File: config.mk
export PLATFORM = sky130hd
export DESIGN_NAME = mvt_cell
export DESIGN_NICKNAME = d
export VERILOG_FILES = /design/src/hdl/mvt_pkg.sv /design/src/hdl/mvt_cell.sv
export SDC_FILE = /design/constraint.sdc
export NUM_CORES = 1
export LEC_CHECK = 0
export BUFFER_PORTS_ARGS = -buffer_cell sky130_fd_sc_hd__buf_2
export CORE_MARGIN = 2
export CORE_UTILIZATION = 45
export CTS_CLUSTER_DIAMETER = 200
export DETAILED_ROUTE_END_ITERATION = 16
export GPL_TIMING_DRIVEN = 1
export SETUP_SLACK_MARGIN = 0.3
export SLEW_MARGIN = 25
export SYNTH_ARGS = -nofsm -noshare
export SYNTH_HDL_FRONTEND = slang
export SYNTH_SLANG_ARGS = --single-unit
File: constraint.sdc
create_clock -name clk -period 6.9 [get_ports clk]
set_input_delay 0.69 -clock clk [delete_from_list [all_inputs] [get_ports clk]]
set_output_delay 0.69 -clock clk [all_outputs]
set_load 0.01 [all_outputs]
File: src/hdl/mvt_pkg.sv
// Shared types and constants of the token action table.
package mvt_pkg;

  localparam int TOKEN_W  = 32;
  localparam int ACT_IN_W = 4;
  localparam int ACTION_W = 3;
  localparam int CNT_W    = 16;
  localparam int CFG_W    = 4;
  localparam int STATUS_W = 3;

  typedef enum logic [1:0] {
    OP_CLEAR    = 2'd0,
    OP_SAMPLE   = 2'd1,
    OP_FINALIZE = 2'd2,
    OP_PREDICT  = 2'd3
  } op_t;

  typedef enum logic [STATUS_W-1:0] {
    ST_OK      = 3'd0,
    ST_ACTION  = 3'd1,
    ST_FULL    = 3'd2,
    ST_CONFIG  = 3'd3,
    ST_ABORTED = 3'd4
  } status_t;

  typedef enum logic [1:0] {
    S_RUN,
    S_FIN,
    S_DONE
  } fsm_t;

  localparam logic REG_ACTION_COUNT = 1'b0;
  localparam logic REG_FALLBACK     = 1'b1;

  typedef struct packed {
    logic                clear;
    logic                count;
    logic                alloc;
    logic                fin_start;
    logic                fin_step;
    logic                fin_done;
    logic [ACT_IN_W-1:0] act;
    logic [ACT_IN_W-1:0] fin_idx;
    logic [ACTION_W-1:0] fallback;
    logic [TOKEN_W-1:0]  token;
  } cell_ctrl_t;

endpackage

File: src/hdl/mvt_cell.sv
// One table entry: token, per-action saturating counts and the voted action.
module mvt_cell #(
  parameter int MAX_ACTIONS = 8
) (
  input  logic                          clk,
  input  logic                          rst_n,
  input  mvt_pkg::cell_ctrl_t           ctrl,
  input  logic                          prev_used,
  output logic                          used,
  output logic                          match,
  output logic [mvt_pkg::ACTION_W-1:0]  action
);
  import mvt_pkg::*;

  localparam int AIW = $clog2(MAX_ACTIONS);

  logic                used_r, used_nxt;
  logic [TOKEN_W-1:0]  token_r;
  logic [ACTION_W-1:0] action_r;
  logic [CNT_W-1:0]    cnt_r   [MAX_ACTIONS];
  logic [CNT_W-1:0]    cnt_nxt [MAX_ACTIONS];
  logic [CNT_W-1:0]    best_n_r;
  logic [ACTION_W-1:0] best_a_r;
  logic [CNT_W-1:0]    scan_cnt;
  logic                claim;
  logic                inc;

  assign match    = used_r && (token_r == ctrl.token);
  assign claim    = ctrl.alloc && !used_r && prev_used;
  assign inc      = (ctrl.count && match) || claim;
  assign used     = used_r;
  assign action   = action_r;
  assign scan_cnt = cnt_r[ctrl.fin_idx[AIW-1:0]];

  always_comb begin
    used_nxt = used_r;
    if (ctrl.clear) begin
      used_nxt = 1'b0;
    end else if (claim) begin
      used_nxt = 1'b1;
    end
    for (int k = 0; k < MAX_ACTIONS; k++) begin
      cnt_nxt[k] = cnt_r[k];
      if (ctrl.clear) begin
        cnt_nxt[k] = '0;
      end else if (inc && (ctrl.act[AIW-1:0] == AIW'(k)) && (cnt_r[k] != '1)) begin
        cnt_nxt[k] = cnt_r[k] + 1'b1;
      end
    end
  end

  always_ff @(posedge clk) begin
    if (!rst_n) begin
      used_r <= 1'b0;
      for (int k = 0; k < MAX_ACTIONS; k++) begin
        cnt_r[k] <= '0;
      end
    end else begin
      used_r <= used_nxt;
      cnt_r  <= cnt_nxt;
    end
  end

  always_ff @(posedge clk) begin
    if (claim) begin
      token_r  <= ctrl.token;
      action_r <= ctrl.fallback;
    end else if (ctrl.fin_done && used_r) begin
      action_r <= best_a_r;
    end
    if (ctrl.fin_start) begin
      best_n_r <= '0;
      best_a_r <= ctrl.fallback;
    end else if (ctrl.fin_step && (scan_cnt > best_n_r)) begin
      best_n_r <= scan_cnt;
      best_a_r <= ctrl.fin_idx[ACTION_W-1:0];
    end
  end

endmodule

**Word level (Yosys, flattened, before mapping)**

Cells that the tools add are included.

- Flip-flop bits (word level): 183
- Input port bits: 52
- Output and inout bits: 5
- Logic and storage cells: 76

- Add/subtract/negate cells: 8
- $lt $le $gt $ge: 2
- Equality and inequality tests: 16
- Muxes and demuxes: 7
- Bitwise gates (word level): 2
- Reductions and logical operators: 28

Operators by type and width:

| cell | number |
|---|---|
| $add A16 B1 Y16 const B | 8 |
| $ne A16 B16 Y1 const B | 8 |
| $bmux W16 S3 | 1 |
| $eq A32 B32 Y1 | 1 |
| $mux W16 | 2 |
| $logic_and A1 B1 Y1 | 22 |
| $gt A16 B16 Y1 | 1 |
| $eq A3 B3 Y1 const B | 4 |
| $mux W3 | 4 |
| $eq A3 B2 Y1 const B | 2 |
| $ge A4 B4 Y1 const B | 1 |
| $not A3 Y4 | 1 |
| $reduce_bool A2 Y1 | 2 |
| $eq A3 B1 Y1 const B | 1 |
| $logic_not A3 Y1 | 1 |
| $reduce_or A2 Y1 | 1 |
| $logic_not A1 Y1 | 1 |
| $logic_or A1 B1 Y1 | 1 |
| $not A1 Y1 | 1 |

**Longest topological paths before layout**

Gate-level depths: netlist of run 1.

- Depth in word-level cells: 8
- Depth in mapped cells: 14
- Depth with buffers taken out: 10

**Worst setup path before layout of run 1**

No wires, ideal clock.

- Kind: input-to-reg
- From: in ctrl[35] (netlist name)
- To: reg best_a_r[0], enable pin
- Arrival: 4,376 ps
- Data required time: 6,605 ps
- Slack: 2,229 ps
- Stages on the path: 13
- Buffers on the path: 4
- Path through: clkbuf_1 buf_1 mux4_2 mux2_2 ha_1 a21o_1 a21o_1 a21oi_1 o41a_1 a31oi_1 buf_1 buf_1 or2_2

- Word-level cells in the longest chain between the ends: 7

RTL lines:

| item | RTL line | RTL |
|---|---|---|
| start, declared | mvt_cell.sv:7 | `input mvt_pkg::cell_ctrl_t ctrl,` |
| $not A3 Y4 (not written as such) | mvt_cell.sv:33 | `assign scan_cnt = cnt_r[ctrl.fin_idx[AIW-1:0]];` |
| $bmux W16 S3 | mvt_cell.sv:33 |  |
| $mux W16 (not written as such) (2 in series) | mvt_cell.sv:33 |  |
| via scan_cnt[5] | mvt_cell.sv:24 | `logic [CNT_W-1:0] scan_cnt;` |
| $gt A16 B16 Y1 | mvt_cell.sv:74 | `end else if (ctrl.fin_step && (scan_cnt > best_n_r)) begin` |
| $logic_and A1 B1 Y1 | mvt_cell.sv:74 |  |
| $reduce_bool A2 Y1 (no line) | - |  |
| end signal, assigned | mvt_cell.sv:73 | `best_a_r <= ctrl.fallback;` |
| end signal, assigned | mvt_cell.sv:76 | `best_a_r <= ctrl.fin_idx[ACTION_W-1:0];` |
| end, declared | mvt_cell.sv:23 | `logic [ACTION_W-1:0] best_a_r;` |

The timed path passes the listed nets, and every way through them passes these cells. The select of a mux whose other input is x is not followed.
A chain may end at the register's enable or synchronous reset.

**Worst setup path after layout of run 1**

- From: in ctrl[35] (netlist name)
- To: reg best_n_r[9]

- Word-level cells in the longest chain between the ends: 6

RTL lines:

| item | RTL line | RTL |
|---|---|---|
| $not A3 Y4 (not written as such) | mvt_cell.sv:33 |  |
| $bmux W16 S3 | mvt_cell.sv:33 |  |
| $mux W16 (not written as such) (2 in series) | mvt_cell.sv:33 |  |
| via scan_cnt[14] | mvt_cell.sv:24 |  |
| $gt A16 B16 Y1 | mvt_cell.sv:74 |  |
| $logic_and A1 B1 Y1 | mvt_cell.sv:74 |  |
| end signal, assigned | mvt_cell.sv:75 | `best_n_r <= scan_cnt;` |
| end, declared | mvt_cell.sv:22 | `logic [CNT_W-1:0] best_n_r;` |

The timed path passes the listed nets, and every way through them passes these cells. The select of a mux whose other input is x is not followed.

==> results.toml, run 1 <==
[outcome]
status = "finished clean"

[floorplanning]
dieArea_mm2 = 0.0240
die_x_um = 155
initial_core_util = 0.456
core_area_mm2 = 0.0225
pin_count = 57
num_rows = 55
die_h_um = 155

[power]
pwr-share-seq = 0.482
p_clk_frac = 0.466
p_sw_uw = 613
cell_internal_pwr_uw = 1690
pwr-share-comb = 0.052
cellPowerDensity_mw_per_mm2 = 201
switching_share = 0.267
ir_worst_vdd_v = 0.000116
leakagePower_uw = 0.00378

[global_route]
grt_pass1_wl_um = 43700
grt_pass1_vias = 7936
grt_max_degree = 77
grt.overflow.total = 0
antenna_found_initial = 1
grt.total_usage = 0.233

[clock_network]
cts_setup_buffers = 0
cts-root-buf = "clkbuf_16"
clockBufferDepth = 2
cts_max_level = 4
cts.sinks = 183
clk_pin_slew_worst_paths_ns = 0.09
cts_hold_buf = 0
cts_buffers = 17
clk_latency_ns = 0.45
cts_tree = "done"
cts-resized-gates = 0

[synthesis]
synth.top_cell.area_share = 0.283
ys_warn_count = 0
ys_seq_area_frac = 0.394
synth_cell_types = 63
ys_ff_latch = 183
synth_flop_cell = "dfxtp_1"
syn_area_mm2 = 0.0103
yosysTopAreaCell = "dfxtp_1"
syn_nets = 1161
synth_edf_count = 38
async_flop_share = 0
avgSynthCellArea_um2 = 9.45
synthTopCellsByArea = "dfxtp_1, edfxtp_1, mux4_2"
synth_cells = 1085

[placement]
port_buffers = 54
dp_slack_ns = 2.31
post-dp-hpwl_um = 19800
place.gp.congestion = 0.856

[route]
via_per_inst = 5.98
route.vias.total = 8520
drtIter0Drc = 565
drtAntennaViolNets = 0
drt_wl_total_um = 26900
drt_pass1_iterations = 7
wl_per_cell_um = 18.9
drt_drc_violations_left = 0

[critical_path]
crit_type = "primary input to register"
worst-endpoint-required_ns = 7.22
arrival_ns = 4.43
critPathMaxFanout = 33
startpoint_type = "primary input"
endpoint_kind = "register"

[finish]
layout_common_cells = "dfxtp_1, nand2_1, nor2_1"
syn_to_final_growth_pct = 11.5
layout_commonest_cell = "dfxtp_1"
drive_gt1_frac = 0.150
diodes = 0
nets = 1202

[sta]
max_slew.worst_pin.slew_ns = 1.08
skew_ns = 0.0176
slew_viol_final = 0
fin_crit_ns = 4.12
timing.fmax_ghz = 0.243
timing.final.crit_share = 0.596
grt_setup_unrepaired = "no"
relSlewSlack = 0.274
setup_ws_ns = 2.78
hold_viol = 0
setup_viol = 0
setup-tns-final_ns = 0

[hold_path]
hp-class = "primary input to register"

[run]
drv_cap = 0
-- synth_stat cells (all sizes together) (5+ instances only) --
master   instances
o211ai           6
clkbuf          23
nand2b          15
and2            10
nand3           51
a21boi           6
edfxtp          38
or3             30
nor3            10
o21ai           37
mux4            32
inv             37
or4             28
xor2            33
nor4            23
and3            17
nand2          100
mux2            18
a21o             5
o31ai           19
mux2i           30
a21oi           77
nor2b            6
a31oi            6
o21a             7
and4            14
ha              24
dfxtp          145
nand4           37
nor2            94
a2111oi         10
xnor2           40
buf             18
a211oi           8
-- stage by stage --
stage	hold slack, ns	util	total power, uW	std cells	instance area (um^2)
after floorplan	0.448	-	1210	1085	10300
after global placement	0.474	0.479	1250	1392	10800
after detailed placement	0.483	0.480	1250	1392	10800
after CTS	0.419	0.508	2320	1424	11400
after global routing	0.427	0.508	2370	1424	11400
final	0.432	0.508	2300	1424	11400
-- registers in the layout, indices dropped and copies added, names as in the netlist --
signal	flops
action	3
best_a_r	3
best_n_r	16
cnt_r	128
token_r	32
used	1
-- layer usage --
metal / vias to the layer above / global-route usage / wire length (um)
met1: 4064 / 0.330 / 12700
met5: - / 0 / 13
met3: 43 / 0.0546 / 1990
met2: 267 / 0.351 / 11600
met4: 2 / 0.0758 / 625
li1: 4144 / - / -
-- power by group through the flow --
| stage | clock [uW] | sequential [uW] | combinational (uW) |
|---|---|---|---|
| after detailed placement | 0 | 1130 | 120 |
| final | 1070 | 1110 | 120 |
| after global placement | 0 | 1130 | 119 |
| after CTS | 1090 | 1110 | 120 |
| after floorplan | 0 | 1130 | 74.4 |
| after global routing | 1120 | 1110 | 132 |
-- kinds of logic after synthesis --
| group | share of synthesized area |
|---|---|
| xor gates and xnor gates | 0.0623 |
| muxes | 0.119 |
| and+or+nand+nor | 0.230 |
| DFF | 0.394 |
| buffers and inverters | 0.0309 |
| AOI/OAI and AO/OA | 0.134 |
| adders and majority gates | 0.0293 |
-- worst max-delay path: stages --
cell	delay, ns
buf_4	0.48
mux4_2	0.59
mux2_2	0.29
ha_1	0.30
nand3_1	0.14
nor4_1	0.38
o21ai_0	0.18
a31oi_2	0.76
buf_4	0.32
mux2i_1	0.20
nor2_1	0.05
-- worst paths after layout --
path | end | cells after the start | slack, ns | from
worst max-delay path | best_n_r[9] | 11 | 2.78 | ctrl[35]
worst min-delay path | token_r[10] | 1 | 0.43 | ctrl[10]
worst max register to register | best_n_r[9] | 10 | 3.25 | cnt_r[91]
worst min register to register | best_n_r[5] | 2 | 0.50 | best_n_r[5]
-- area by class of cell --
type / instances / area [um^2]
clock buffer: 17 / 425
tap: 285 / 357
clock inverter: 15 / 220
sequential: 183 / 4040
inverter: 37 / 139
fill: 2122 / 11100
multi-input combinational: 824 / 5910
timing repair buffer: 63 / 340
No activity file was read; power rests on OpenSTA's default activity.
==> run 2, diff against run 1 <==
clock period = 4.15 ns   (was 6.9 ns; I/O delays follow)
==> run 2 against run 1 <==
Compared with the run above:
- combinational power up 70%
- global-route usage fell by 0.31 points
- core utilization rose by 0.14 points
- largest cell class unchanged
- sequential power rose by 66%
- highest routed layer is now met4
- critical endpoint is now best_n_r[2]
==> results.toml, run 2 (same netlist as run 1, synthesis figures left out) <==
[clock_network]
cts-root-buf = "clkbuf_16"
clk_pin_slew_worst_paths_ns = 0.08
clockBufferDepth = 2
cts_setup_buffers = 0
cts_tree = "done"
clk_latency_ns = 0.44
cts-resized-gates = 0
cts.sinks = 183
cts_buffers = 17
cts_hold_buf = 0
cts_max_level = 4

[sta]
skew_ns = 0.0110
hold_viol = 0
grt_setup_unrepaired = "no"
max_slew.worst_pin.slew_ns = 1.08
timing.final.crit_share = 0.808
setup-tns-final_ns = 0
fin_crit_ns = 3.35
relSlewSlack = 0.274
timing.fmax_ghz = 0.298
setup_viol = 0
setup_ws_ns = 0.797
slew_viol_final = 0

[floorplanning]
dieArea_mm2 = 0.0240
core_area_mm2 = 0.0225
initial_core_util = 0.456
die_h_um = 155
pin_count = 57
num_rows = 55
die_x_um = 155

[critical_path]
reg2reg_from = "cnt_r[91]"
worst-endpoint-required_ns = 4.45
cp_slowest_cell = "mux4_2"
critPathMaxStageDelay_ns = 0.53
reg2reg_to = "best_n_r[2]"
critPathMaxFanout = 16
arrival_ns = 3.66
startpoint_type = "primary input"
crit_type = "primary input to register"
regToRegSetupSlack_ns = 0.95
cp_cell_sequence = "buf_2 > buf_12 > mux4_2 > mux2_2 > ha_1 > nand3_1 > nor4_1 > o21ai_0 > a31oi_2 > buf_4 > mux2i_1 > nor2_1"
reg2reg_depth = 10
endpoint_kind = "register"

[power]
leakagePower_uw = 0.00380
ir_worst_vdd_v = 0.000266
cellPowerDensity_mw_per_mm2 = 320
power_uw = 3670

[finish]
fillCellCount = 2045
nets = 1210
layout_commonest_cell = "dfxtp_1"
layout_common_cells = "dfxtp_1, nand2_1, nor2_1"
top_regs = "cnt_r x128, token_r x32, best_n_r x16"
drive_gt1_frac = 0.155
final_util = 0.510
syn_to_final_growth_pct = 11.8
diodes = 0
largest_reg_flops = 128
regMostFlops = "cnt_r"

[placement]
port_buffers = 54
post-dp-hpwl_um = 19800
place.gp.congestion = 0.878
dp_slack_ns = 0.354

[run]
drv_cap = 0

[hold_path]
min_path_cells = 1
hp-class = "primary input to register"
hold_start = "ctrl[10]"
min_to = "token_r[10]"

[route]
drt_drc_violations_left = 0
via_per_inst = 5.91
drt_wl_total_um = 26700
drt_pass1_iterations = 7
drtIter0Drc = 655
wl_per_cell_um = 18.6
drtAntennaViolNets = 0
route.vias.total = 8462

[global_route]
grt_pass1_wl_um = 43300
grt_max_degree = 67
grt.total_usage = 0.230
grt_pass1_vias = 7987
antenna_found_initial = 0
grt.overflow.total = 0

[outcome]
status = "finished clean"
-- run 2: layout make-up --
type | count | area [um^2] | area share
sequential | 183 | 4040 | 0.353
clock buffer | 19 | 454 | 0.0396
clock inverter | 13 | 135 | 0.0118
tap | 285 | 357 | 0.0311
timing repair buffer | 71 | 423 | 0.0369
multi-input combinational | 824 | 5920 | 0.516
inverter | 37 | 139 | 0.0121
-- run 2: metal layers --
| layer | part of all wire | global-route usage | up-vias |
|---|---|---|---|
| met4 | 0.016 | 0.0608 | 0 |
| met2 | 0.45 | 0.364 | 227 |
| met3 | 0.060 | 0.0373 | 25 |
| met5 | 0 | 0 | - |
| li1 | - | - | 4176 |
| met1 | 0.47 | 0.327 | 4034 |
-- run 2: worst max path at each step --
stage | from | to | slack (ns) | cells after the start
floorplan | ctrl[35] | best_a_r[0] | 0.40 | 13
global placement | ctrl[35] | best_n_r[8] | 0.39 | 12
detailed placement | ctrl[35] | best_n_r[2] | 0.35 | 12
CTS | ctrl[35] | best_n_r[2] | 0.79 | 12
global route | ctrl[35] | best_n_r[11] | 0.57 | 12
finish | ctrl[35] | best_n_r[2] | 0.80 | 12
-- run 2: power by group --
part	internal (uW)	switching (uW)
Sequential	1840	8.89
Clock	837	784
Combinational	75.7	129
-- run 2: worst max-delay path: cells and delay by family --
family / cells / cell delay (ns)
simple gates: 3 / 0.54
mux: 3 / 1.02
fa+ha+maj: 1 / 0.30
compound gates: 2 / 0.54
buf+inv: 3 / 0.81
-- run 2: metrics by stage --
| stage | instances | instance area (um^2) | hold slack, ns |
|---|---|---|---|
| 3_3_place_gp | 1400 | 10900 | 0.472 |
| 2_1_floorplan | 1085 | 10300 | 0.448 |
| 4_1_cts | 1432 | 11500 | 0.159 |
| 3_5_place_dp | 1400 | 10900 | 0.482 |
| 5_1_grt | 1432 | 11500 | 0.161 |
| 6_report | 1432 | 11500 | 0.172 |
==> run 3, diff against run 2 <==
clock period = 3.11 ns   (was 4.15 ns; I/O delays follow)
==> run 3 against run 2 <==
Compared with the run above:
- final cell count is 5.7% higher
- combinational power up 50%
- largest power group unchanged
- critical endpoint is now best_a_r[0]
- design area grew 9.4%
- first-iteration DRC count up 15%
- critical path depth decreased by 2
- global-route usage increased by 0.90 points
==> results.toml, run 3 (same netlist as run 1, synthesis figures left out) <==
[finish]
top_regs = "cnt_r x128, token_r x32, best_n_r x16"
final_util = 0.557
drive_gt1_frac = 0.255
fillCellCount = 1980
largest_reg_flops = 128
layout_commonest_cell = "dfxtp_1"
layout_common_cells = "dfxtp_1, nand2_1, nor2_1"
diodes = 0
regMostFlops = "cnt_r"
nets = 1292
syn_to_final_growth_pct = 22.3

[route]
wl_per_cell_um = 19.5
via_per_inst = 5.96
drtAntennaViolNets = 0
drt_wl_total_um = 29500
drtIter0Drc = 751
drt_pass1_iterations = 5
route.vias.total = 9030
drt_drc_violations_left = 0

[clock_network]
cts_tree = "done"
cts-root-buf = "clkbuf_16"
clk_latency_ns = 0.45
cts.sinks = 183
cts_hold_buf = 0
clk_pin_slew_worst_paths_ns = 0.08
cts_buffers = 17
cts_max_level = 4
clockBufferDepth = 2

[critical_path]
crit_end = "best_a_r[0]"
reg2reg_to = "best_a_r[0]"
reg2reg_depth = 10
cp_cell_sequence = "mux4_2 > mux2_4 > ha_4 > a21o_1 > a21o_1 > a21oi_2 > o41a_1 > a31oi_4 > buf_12 > or2_4"
crit_top_cell = "a21o_1"
crit_type = "register to register"
reg2reg_from = "cnt_r[21]"
startpoint_type = "register"
cp-startpoint = "cnt_r[21]"
arrival_ns = 3.14
endpoint_kind = "register"
worst-endpoint-required_ns = 3.28
regToRegSetupSlack_ns = 0.14
critPathMaxStageDelay_ns = 0.52
critPathMaxFanout = 10
cp_slowest_cell = "mux4_2"

[sta]
slew_viol_final = 0
max_slew.worst_pin.slew_ns = 0.804
hold_viol = 0
setup_ws_ns = 0.138
grt_setup_unrepaired = "yes"
fin_crit_ns = 2.97
timing.final.crit_share = 0.956
timing.fmax_ghz = 0.336
setup_viol = 0
relSlewSlack = 0.460
skew_ns = 0.0186
setup-tns-final_ns = 0

[floorplanning]
core_area_mm2 = 0.0225
die_x_um = 155
die_h_um = 155
dieArea_mm2 = 0.0240
num_rows = 55
initial_core_util = 0.456
pin_count = 57

[placement]
post-dp-hpwl_um = 20700
dp_slack_ns = -0.205
place.gp.congestion = 0.860
port_buffers = 54

[global_route]
grt_max_degree = 53
grt_pass1_vias = 8320
grt.overflow.total = 0
antenna_found_initial = 1
grt.total_usage = 0.239
grt_pass1_wl_um = 45000

[hold_path]
hp-class = "primary input to register"

[power]
cellPowerDensity_mw_per_mm2 = 394
ir_worst_vdd_v = 0.000365
leakagePower_uw = 0.00430
power_uw = 4950

[run]
drv_cap = 0

[outcome]
status = "finished clean"
[run 3: final cells by class]
class / count / area [um^2] / share of cell area
Timing Repair Buffer: 146 / 1090 / 0.0872
Clock inverter: 15 / 156 / 0.0125
Multi-Input combinational cell: 831 / 6310 / 0.503
Tap cell: 285 / 357 / 0.0284
Inverter: 37 / 143 / 0.0114
Sequential cell: 183 / 4060 / 0.323
Clock buffer: 17 / 425 / 0.0339
[run 3: worst min-delay path by stage]
stage                    to  slack (ns)  cells after the start          from
6_report        token_r[20]        0.06                      1      ctrl[20]
5_1_grt         token_r[20]        0.06                      1      ctrl[20]
4_1_cts         token_r[28]        0.06                      1      ctrl[28]
3_5_place_dp    best_n_r[0]        0.48                      2   best_n_r[0]
3_3_place_gp   best_n_r[14]        0.47                      2  best_n_r[14]
2_1_floorplan    token_r[0]        0.41                      0       ctrl[0]
[run 3: per-stage QoR]
stage	cell area (um^2)	cells	hold slack (ns)
after global routing	12500	1514	0.0554
after CTS	11900	1473	0.0555
after global placement	11200	1440	0.474
after floorplan	10400	1085	0.410
after detailed placement	11200	1440	0.476
final	12500	1514	0.0608
[run 3: per-layer routing]
layer	track usage	wire length (um)
met4	0.0635	394
met3	0.0457	2190
met5	0	13
met2	0.366	13200
met1	0.346	13700
[run 3: what timing repair did]
item / CTS / global route
setup buffers: 1 / 33
setup endpoints to repair: 41 / 72
pin swaps: 1 / 56
endpoints found under the hold margin: 0 / 0
gates resized for setup: 16 / 79
gates cloned: 0 / 8
[run 3: critical path, delay by kind of cell, from the launching register on]
kind	cells	cell delay (ns)
AOI/OAI and AO/OA	5	0.92
muxes	2	0.83
buffers and inverters	1	0.18
and+or+nand+nor	1	0.14
adders and majority gates	1	0.27
DFF	1	0.36
[run 3: report_power, final]
group,internal (uW),switching [uW],leakage [uW]
registers,2450,11.6,0.00153
clock network,1080,1100,0.000282
logic,119,187,0.00249
total,3650,1300,0.00430
